$ cat src/rtl/assert_macros.svh
// Assertion macros used by the prime sieve RTL.
// No dependencies; the using module must have clock and reset in scope.
`ifndef ASSERT_MACROS_SVH
`define ASSERT_MACROS_SVH

`ifndef NO_ASSERTIONS

// Same-cycle implication, disabled during reset.
`define PSV_ASSERT_IMPL(lbl, ante, cons, msg) \
   lbl: assert property (@(posedge clock) disable iff (reset) (ante) |-> (cons)) \
      else $error(msg);

// Next-cycle implication, disabled during reset.
`define PSV_ASSERT_NEXT(lbl, ante, cons, msg) \
   lbl: assert property (@(posedge clock) disable iff (reset) (ante) |=> (cons)) \
      else $error(msg);

`else

`define PSV_ASSERT_IMPL(lbl, ante, cons, msg)
`define PSV_ASSERT_NEXT(lbl, ante, cons, msg)

`endif

`endif

$ cat src/rtl/psv_pkg.sv
// Package for the prime sieve: widths, microcode types and the microcode ROM.
// No dependencies; used by the channel interfaces, the flag memory and the top.
`timescale 1ns / 1ps
`default_nettype none

package psv_pkg;

   localparam int MAX_LIMIT_INT = 256;
   localparam int LIM_W         = 9;
   localparam logic [LIM_W-1:0] MAX_LIMIT = LIM_W'(MAX_LIMIT_INT);
   localparam logic [LIM_W-1:0] MIN_LIMIT = LIM_W'(2);

   // Sequencer steps; the step counter holds one of these.
   typedef enum logic [3:0] {
      S_IDLE,
      S_DECODE,
      S_ERR,
      S_CLR,
      S_ITEST,
      S_ICHK,
      S_INEXT,
      S_MSTART,
      S_MARK,
      S_SINIT,
      S_SRD,
      S_SCHK,
      S_FLUSH
   } step_type;

   typedef enum logic [2:0] {
      C_ALWAYS,
      C_REQ,
      C_LT2,
      C_J_EQ_LIM,
      C_SQ_GT_LIM,
      C_FLAG,
      C_J_GT_LIM,
      C_I_GT_LIM
   } cond_type;

   typedef enum logic [1:0] {
      MEM_NONE,
      MEM_WR0,
      MEM_WR1,
      MEM_RD
   } mem_op_type;

   typedef enum logic [2:0] {
      J_HOLD,
      J_ZERO,
      J_INC,
      J_SQ,
      J_ADD_I
   } j_op_type;

   typedef enum logic [1:0] {
      I_HOLD,
      I_TWO,
      I_INC
   } i_op_type;

   typedef enum logic [1:0] {
      PUSH_NONE,
      PUSH_ERR,
      PUSH_MID,
      PUSH_LAST
   } push_type;

   // One control word of the microprogram.
   typedef struct packed {
      cond_type   cond;
      step_type   jt;
      step_type   jf;
      mem_op_type mem;
      logic       mem_if_false;  // memory op only when the branch is not taken
      logic       addr_i;        // address from i, else from j
      j_op_type   j_op;
      i_op_type   i_op;
      logic       take_pend;     // capture i as pending prime when unmarked
      push_type   push;
      logic       ld_lim;
   } ctrl_type;

   // Flag memory request between the sequencer and the store.
   typedef struct packed {
      logic             en;
      logic             wr;
      logic             wdata;
      logic [LIM_W-1:0] addr;
   } mem_req_type;

   // Microcode ROM.
   function automatic ctrl_type psv_ucode(input step_type s);
      ctrl_type c;
      c = '{cond: C_ALWAYS, jt: S_IDLE, jf: S_IDLE, mem: MEM_NONE, mem_if_false: 1'b0,
            addr_i: 1'b0, j_op: J_HOLD, i_op: I_HOLD, take_pend: 1'b0,
            push: PUSH_NONE, ld_lim: 1'b0};
      unique case (s)
         S_IDLE: begin
            c.cond   = C_REQ;
            c.jt     = S_DECODE;
            c.jf     = S_IDLE;
            c.ld_lim = 1'b1;
         end
         S_DECODE: begin
            c.cond = C_LT2;
            c.jt   = S_ERR;
            c.jf   = S_CLR;
            c.j_op = J_ZERO;
         end
         S_ERR: begin
            c.push = PUSH_ERR;
            c.jt   = S_IDLE;
            c.jf   = S_IDLE;
         end
         S_CLR: begin
            c.cond = C_J_EQ_LIM;
            c.jt   = S_ITEST;
            c.jf   = S_CLR;
            c.mem  = MEM_WR0;
            c.j_op = J_INC;
            c.i_op = I_TWO;
         end
         S_ITEST: begin
            c.cond   = C_SQ_GT_LIM;
            c.jt     = S_SINIT;
            c.jf     = S_ICHK;
            c.mem    = MEM_RD;
            c.addr_i = 1'b1;
         end
         S_ICHK: begin
            c.cond = C_FLAG;
            c.jt   = S_INEXT;
            c.jf   = S_MSTART;
         end
         S_INEXT: begin
            c.i_op = I_INC;
            c.jt   = S_ITEST;
            c.jf   = S_ITEST;
         end
         S_MSTART: begin
            c.j_op = J_SQ;
            c.jt   = S_MARK;
            c.jf   = S_MARK;
         end
         S_MARK: begin
            c.cond         = C_J_GT_LIM;
            c.jt           = S_INEXT;
            c.jf           = S_MARK;
            c.mem          = MEM_WR1;
            c.mem_if_false = 1'b1;
            c.j_op         = J_ADD_I;
         end
         S_SINIT: begin
            c.i_op = I_TWO;
            c.jt   = S_SRD;
            c.jf   = S_SRD;
         end
         S_SRD: begin
            c.cond         = C_I_GT_LIM;
            c.jt           = S_FLUSH;
            c.jf           = S_SCHK;
            c.mem          = MEM_RD;
            c.mem_if_false = 1'b1;
            c.addr_i       = 1'b1;
         end
         S_SCHK: begin
            c.take_pend = 1'b1;
            c.push      = PUSH_MID;
            c.i_op      = I_INC;
            c.jt        = S_SRD;
            c.jf        = S_SRD;
         end
         S_FLUSH: begin
            c.push = PUSH_LAST;
            c.jt   = S_IDLE;
            c.jf   = S_IDLE;
         end
         default: begin
            c.jt = S_IDLE;
            c.jf = S_IDLE;
         end
      endcase
      return c;
   endfunction

endpackage

`default_nettype wire

$ cat src/rtl/psv_flag_mem.sv
// Composite-flag store of the prime sieve: MAX_LIMIT+1 one-bit entries,
// one access per cycle, registered read data. Depends on psv_pkg.
`timescale 1ns / 1ps
`default_nettype none

module psv_flag_mem import psv_pkg::*; (
   input  logic        clock,
   input  mem_req_type mem_req,
   output logic        rd_bit
);

   logic flags [0:MAX_LIMIT_INT];
   logic rd_bit_ff;

   always_ff @(posedge clock) begin
      if (mem_req.en && mem_req.wr) begin
         flags[mem_req.addr] <= mem_req.wdata;
      end
   end

   always_ff @(posedge clock) begin
      if (mem_req.en && !mem_req.wr) begin
         rd_bit_ff <= flags[mem_req.addr];
      end
   end

   assign rd_bit = rd_bit_ff;

endmodule

`default_nettype wire
$ cat config.mk
export PLATFORM = sky130hd
export DESIGN_NAME = psv_flag_mem
export DESIGN_NICKNAME = d
export VERILOG_FILES = /design/src/rtl/assert_macros.svh /design/src/rtl/psv_pkg.sv /design/src/rtl/psv_flag_mem.sv
export SDC_FILE = /design/constraint.sdc
export NUM_CORES = 1
export LEC_CHECK = 0
export ABC_AREA = 1
export BUFFER_PORTS_ARGS = -buffer_cell sky130_fd_sc_hd__buf_4
export CAP_MARGIN = 10
export CORE_AREA = 2 2 157 159
export DETAILED_ROUTE_END_ITERATION = 10
export DIE_AREA = 0 0 159 161
export SETUP_SLACK_MARGIN = 0.15
export SLEW_MARGIN = 20
export SYNTH_ARGS = -nofsm -noshare
export SYNTH_HDL_FRONTEND = slang
export SYNTH_SLANG_ARGS = --single-unit
$ cat constraint.sdc
create_clock -name clock -period 2.2 [get_ports clock]
set_input_delay 0.22 -clock clock [delete_from_list [all_inputs] [get_ports clock]]
set_output_delay 0.22 -clock clock [all_outputs]
set_load 0.005 [all_outputs]
## Word-level counts from Yosys, hierarchy flattened

Memories as Yosys holds them, arrays and structs flattened. A register that Yosys moved wholly into a read port is not among the register bits.
Index checks and enable logic that the tools add are counted.

- RAM bits: 257
- Logic and storage cells: 6
- Memories kept: 1
- Output and inout port bits: 1
- Bits of input ports: 13
- Bits in registers: 0

- Reductions and logical operators: 3
- Muxes and demuxes: 2

Memories:

| memory | words | width | read ports | clocked after Yosys merged registers in | wr ports | RTL line | text |
|---|---|---|---|---|---|---|---|
| flags | 257 | 1 | 1 | 1 | 1 | psv_flag_mem.sv:12 | `logic flags [0:MAX_LIMIT_INT];` |

Operator list:

| operator | number |
|---|---|
| logical AND 1 bit | 2 |
| 2-to-1 mux 1 bit | 2 |
| logical NOT 1 bit | 1 |

## Logic depth before layout (Yosys ltp)

Gate-level depths: netlist of run 1.

- Word-level depth: 3
- Gate-level depth with buffers: 15
- Mapped depth without buffers: 13

## Least setup slack after synthesis of run 1

OpenSTA, ideal clock, no wires.

- Path type: input -> register
- Start point: in mem_req[0] (netlist name)
- End point: mem flags[108] (enable)
- Slack: 0.538 ns
- Buffers on the path: 4
- Library setup time: 0.300 ns
- Stages on the path: 7
- Data arrival time: 1.363 ns
- Data required time: 1.900 ns
- Cell sequence: buf_2 buf_6 buf_2 nor3_2 nand2_1 clkbuf_1 nor2_1

RTL lines:

| element | RTL line | text |
|---|---|---|
| from (decl) | psv_flag_mem.sv:8 | `input mem_req_type mem_req,` |
| to (decl) | psv_flag_mem.sv:12 |  |

Straight into the memory's write port.

## Worst setup path after layout of run 1

- Start point: in mem_req[10] (netlist name)
- End point: mem flags[65] (enable)

- Word-level cells in the longest chain between the ends: 3

Ends and longest elaborated chain:

| element | RTL line | text |
|---|---|---|
| logical AND 1 bit | psv_flag_mem.sv:16 | `if (mem_req.en && mem_req.wr) begin` |
| 2-to-1 mux 1 bit | psv_flag_mem.sv:16 |  |
| 2-to-1 mux 1 bit (implied by the code) | psv_flag_mem.sv:17 | `flags[mem_req.addr] <= mem_req.wdata;` |

No other way between the ends.

==> out/results.ini, run 1 <==
[outcome]
status = complete, no violations

[routing]
post_drt_wl_per_cell_um = 18.77
first_pass_iters = 5
num_vias = 8911
viasPerCell = 5.371
drc_errors = 0
drtIter0Drc = 869
totalWireLength_um = 31140
ant_nets = 0

[timing]
final.setup.tns_ns = 0
period_needed_ns = 1.816
max_freq_mhz = 550.7
max_slew.worst_pin.slew_ns = 0.6668
hold_viol_final = 0
setup_viol = 0
finClkSkew_ns = 0.009155
slew_headroom_pct = 55.44
drv_slew = 0
grt_setup_unrepaired = no
timing.hold.ws_ns = 0.07958
period_share_pct = 82.55

[finish]
final_cell_mix = nand2_1, nor2_1, edfxtp_1
fill_cells = 2193
diodes = 0
seq_area_um2 = 7747
area_growth_syn_to_layout_pct = 15.28
layout.nets = 1326
multiInputGateArea_um2 = 3651
final_common_cell = nand2_1
drive_gt1_share_pct = 10.41

[worst_setup_path]
arrival_ns = 2.07
cp_slowest_cell = dlygate4sd3_1
startpoint_type = input pin
worstPathRequired_ns = 2.45
critical_path_class = in2reg
slowest_delay_ns = 0.53
critical_path.max_fanout = 13
crit_path_end_kind = flip-flop
crit_chain = dlygate4sd3_1, buf_4, nand2_1, nor3_2, nand2_1, buf_4, nor2_1

[logic_synthesis]
ys_seq_area_share_pct = 65.55
synth_warnings = 0
syn_nets = 1290
syn_area_per_cell_um2 = 9.255
synth.distinct_cells = 16
synth-seq-cells = 258
syn-instance-count = 1277
synth_area_um2 = 11820

[place]
place_congestion = 0.8146
dpl.hpwl_um = 18770
io_buffers = 13

[floorplanning]
die_y_um = 161
die_area_um2 = 25600
ios = 14
rows = 57
fp.dieW_um = 159
core_area_um2 = 23960
initial_core_util_pct = 49.32

[pwr]
power_switching_mw = 2.373
power.leakage_nw = 5.103
intPower_mw = 8.454
pwr-share-clk_pct = 43.9
swShare_pct = 21.92
p_per_area_nw_per_um2 = 794.7
combPwrFrac_pct = 6.2
p_seq_share_pct = 50.0
vdd_drop_max_uv = 743.2

[clocking]
cts_tree = yes
ctsLongestPathBuffers = 3
post_cts_buffers = 0
clkSinkCount = 258
cts_inserted_buffers = 28
root_buffer = clkbuf_16
cts_max_level = 1
clk_latency_ns = 0.55
clk_pin_slew_worst_paths_ns = 0.06

[job]
maxCapViolations = 0

[grt]
grt_max_degree = 74
grt_pass1_vias = 8622
antenna_found_initial = 0
grt.total_usage_pct = 24.90
grt_overflow = 0
grt_pass1_wl_um = 49050

[worst_hold_path]
min_path_type = in2reg

metal layers:
layer	part of all wire (%)	up-vias	track usage, %
li1	-	4227	-
met1	42	4325	33.53
met2	48	289	41.70
met3	6.7	70	3.467
met4	3.1	0	9.132
met5	0	-	0
power groups by stage:
stage                     Clock [mW]  Sequential [mW]  Combinational (mW)
final                           4.75             5.41               0.668
after global routing            5.00             5.41               0.738
after floorplan                    0             5.52               0.350
after CTS                       4.83             5.41               0.670
after detailed placement           0             5.52               0.665
after global placement             0             5.52               0.662
timing repair:
action,CTS,global route
hold endpoints to repair,1,0
hold buffers,1,0
gates resized for setup,0,0
state kept, by name, summed over array words and instances, names as in the netlist:
name    flops
rd_bit      1
flags     257
kinds of logic after synthesis:
family                 Yosys count  share of synthesized area (%)
and+or+nand+nor                907                          30.15
AOI/OAI and AO/OA               15                         0.6563
buffers and inverters           97                          3.642
DFF                            258                          65.55
synth_stat cells:
cell,n,area [µm²]
nand2_1,543,2038
nor2_1,279,1047
edfxtp_1,258,7747
nand3_1,60,300.3
buf_2,41,205.2
clkbuf_1,38,142.6
nand4_1,21,131.4
inv_1,13,48.80
o21ai_0,7,35.03
o21ai_1,7,35.03
nor3_2,3,30.03
buf_6,2,22.52
inv_2,2,7.510
buf_1,1,3.750
nor3_4,1,16.27
o21bai_1,1,7.510
per-stage QoR:
stage / util [%] / total power [mW] / std cells / setup slack [ns] / cell area (µm²)
after global placement: 52.91 / 6.177 / 1606 / 0.1737 / 12680
after detailed placement: 52.91 / 6.181 / 1606 / 0.1524 / 12680
after floorplan: - / 5.867 / 1277 / 0.5375 / 11820
after global routing: 56.86 / 11.15 / 1659 / 0.3220 / 13620
after CTS: 56.86 / 10.91 / 1659 / 0.4080 / 13620
final: 56.86 / 10.83 / 1659 / 0.3840 / 13620
critical path: cells and delay by family:
kind,cells,cell delay (ns)
buf+inv,3,0.91
simple gates,4,0.94
worst paths after layout:
kind                              from  slack [ns]                   to  cells past startpoint
hold / removal             mem_req[11]        0.08     rd_bit$_DFFE_PP_                      3
hold reg to reg   flags[256]$_DFFE_PP_        0.82     rd_bit$_DFFE_PP_                      6
setup reg to reg   flags[33]$_DFFE_PP_        0.53     rd_bit$_DFFE_PP_                     12
setup / recovery           mem_req[10]        0.38  flags[65]$_DFFE_PP_                      7
cell type report:
| cell class | count | area share [%] |
|---|---|---|
| clock buffers | 30 | 5.354 |
| multi-input cells | 922 | 26.80 |
| repair buffers | 88 | 6.089 |
| inverters | 15 | 0.4133 |
| flip-flops and latches | 258 | 56.86 |
| well taps | 324 | 2.975 |
| clock inverters | 22 | 1.506 |
(Power assumes the default switching activity.)
==> run 2: changes to the inputs <==
Settings changed: PLACE_DENSITY set to 0.67.
Clock period 2.2 ns to 1.6 ns, I/O delays scaled along.
==> run 2 against run 1 <==
Core utilization up 1.6 points. First-iteration DRC count fell by 3.7%. Combinational power is 47% higher. Count of clock-buffer cells in the layout rose by 2. Clock skew increased by 0.0042 ns. Routed wire length fell by 4.0%. Critical path depth increased by 5. Cell count increased by 1.1%. Sequential share of layout area shrank 1.6 points. Via count increased by 0.26%. Non-clock buffer count up 23. Total power grew 34%.
==> out/results.ini, run 2 (same netlist as run 1, synthesis figures left out) <==
[clocking]
clk_pin_slew_worst_paths_ns = 0.06
post_cts_buffers = 0
cts_tree = yes
cts_inserted_buffers = 27
cts_max_level = 1
root_buffer = clkbuf_16
clk_latency_ns = 0.53
ctsLongestPathBuffers = 3
clkSinkCount = 258

[timing]
finClkSkew_ns = 0.01332
hold_viol_final = 0
setup_viol = 0
setup_ws_ns = 0.06025
max_freq_mhz = 649.5
slew_headroom_pct = 72.07
drv_slew = 0
period_needed_ns = 1.540
final.setup.tns_ns = 0
grt_setup_unrepaired = yes
period_share_pct = 96.23
max_slew.worst_pin.slew_ns = 0.4190

[worst_setup_path]
reg2reg_depth = 12
arrival_ns = 1.83
critical_path_class = reg2reg
crit_path_end_kind = flip-flop
worstPathRequired_ns = 1.89
cp_slowest_cell = edfxtp_1
r2r_setup_slack_ns = 0.06
slowest_delay_ns = 0.36
critical_path.max_fanout = 1
cpMostUsedCell = nand2_1
startpoint_type = flip-flop
r2r-end = rd_bit$_DFFE_PP_
r2r-start = flags[215]$_DFFE_PP_
crit_chain = nand2_1, nand2_1, nand2_1, nand2_1, nand2_1, nand2_2, o21ai_2, nand2_1, nor2_1, nor2_1, nor2_1, nand2_1

[worst_hold_path]
hold_start = mem_req[11]
min_path_type = in2reg
min_path_cells = 3
hold_end = rd_bit$_DFFE_PP_

[pwr]
pwr-share-clk_pct = 41.9
power_switching_mw = 3.184
power.leakage_nw = 5.223
power_mw = 14.50
swShare_pct = 21.96
p_per_area_nw_per_um2 = 1035
intPower_mw = 11.32
combPwrFrac_pct = 6.8
p_seq_share_pct = 51.3
vdd_drop_max_uv = 938.6

[outcome]
status = complete, no violations

[routing]
drtIter0Drc = 837
first_pass_iters = 6
totalWireLength_um = 29890
post_drt_wl_per_cell_um = 17.81
ant_nets = 0
num_vias = 8934
drc_errors = 0
viasPerCell = 5.324

[floorplanning]
die_y_um = 161
die_area_um2 = 25600
initial_core_util_pct = 49.32
fp.dieW_um = 159
ios = 14
rows = 57
core_area_um2 = 23960

[grt]
grt.total_usage_pct = 23.78
grt_max_degree = 101
grt_pass1_wl_um = 47730
grt_overflow = 0
grt_pass1_vias = 8712
antenna_found_initial = 0

[finish]
fill_cells = 2118
final_cell_mix = nand2_1, edfxtp_1, nor2_1
drive_gt1_share_pct = 15.58
final_common_cell = nand2_1
multiInputGateArea_um2 = 3811
layout.nets = 1348
diodes = 0
largest_reg_flops = 257
fin_area_um2 = 14010
seq_area_um2 = 7747
area_growth_syn_to_layout_pct = 18.52
top_register = flags

[place]
post-place-ws_ns = -0.3328
io_buffers = 13
dpl.hpwl_um = 18320
place_congestion = 0.8716
placed_area_um2 = 13130

[job]
maxCapViolations = 0

run 2: cell count changes in the layout (fill, tap and decap cells not counted), moves of 4 or more:
cell,previous run,this run
nor2_1,275,235
nand2_2,0,15
o21ai_1,7,13
nand2_1,543,528
buf_4,73,84
clkbuf_1,1,5
buf_12,13,24
o21ai_0,7,0
nor2_2,4,44
run 2: final cells by class:
class	count	share of cell area (%)
Timing Repair Buffer	111	8.155
Inverter	15	0.4020
Clock buffer	32	4.958
Sequential cell	258	55.31
Multi-Input combinational cell	922	27.21
Clock inverter	16	1.072
Tap cell	324	2.894
run 2: power groups by stage:
stage | Clock, mW | Combinational [mW] | Sequential, mW
CTS | 6.16 | 0.983 | 7.44
global placement | 0 | 0.962 | 7.58
floorplan | 0 | 0.514 | 7.59
detailed placement | 0 | 0.969 | 7.58
global route | 6.38 | 1.08 | 7.44
finish | 6.08 | 0.981 | 7.44
run 2: worst max-delay path by stage:
stage | start | end | slack, ns | cells past startpoint
finish | flags[215]$_DFFE_PP_ | rd_bit$_DFFE_PP_ | 0.06 | 12
global route | flags[215]$_DFFE_PP_ | rd_bit$_DFFE_PP_ | -0.11 | 12
CTS | flags[215]$_DFFE_PP_ | rd_bit$_DFFE_PP_ | 0.07 | 12
detailed placement | mem_req[0] | rd_bit$_DFFE_PP_ | -0.33 | 15
global placement | mem_req[0] | rd_bit$_DFFE_PP_ | -0.32 | 15
floorplan | mem_req[0] | flags[156]$_DFFE_PP_ | 0.09 | 7
run 2: per-stage QoR:
stage | std cells | utilization (%) | hold slack, ns
after floorplan | 1277 | - | 0.2589
after global placement | 1628 | 54.79 | 0.5039
after detailed placement | 1628 | 54.79 | 0.5029
after CTS | 1678 | 58.45 | 0.01669
after global routing | 1678 | 58.45 | 0.01999
final | 1678 | 58.45 | 0.03607
run 2: routing by layer:
metal  wire [µm]  vias up  track usage, %
met3        1689       56           2.773
met4         854        0           7.479
li1            -     4273               -
met2       14560      269           39.41
met1       12790     4336           33.28
met5           0        -               0
run 2: what timing repair did:
action | 4_1_cts | 5_1_grt
gates resized for setup | 5 | 0
hold buffers | 2 | 0
pin swaps | 11 | 0
setup endpoints to repair | 1 | 1
endpoints found under the hold margin | 16 | 0
run 2: critical path, delay by kind of cell (launching register included):
kind	cells	cell delay [ns]
AO/OA/AOI/OAI	1	0.14
flip-flops	1	0.36
AND/OR/NAND/NOR	11	0.79
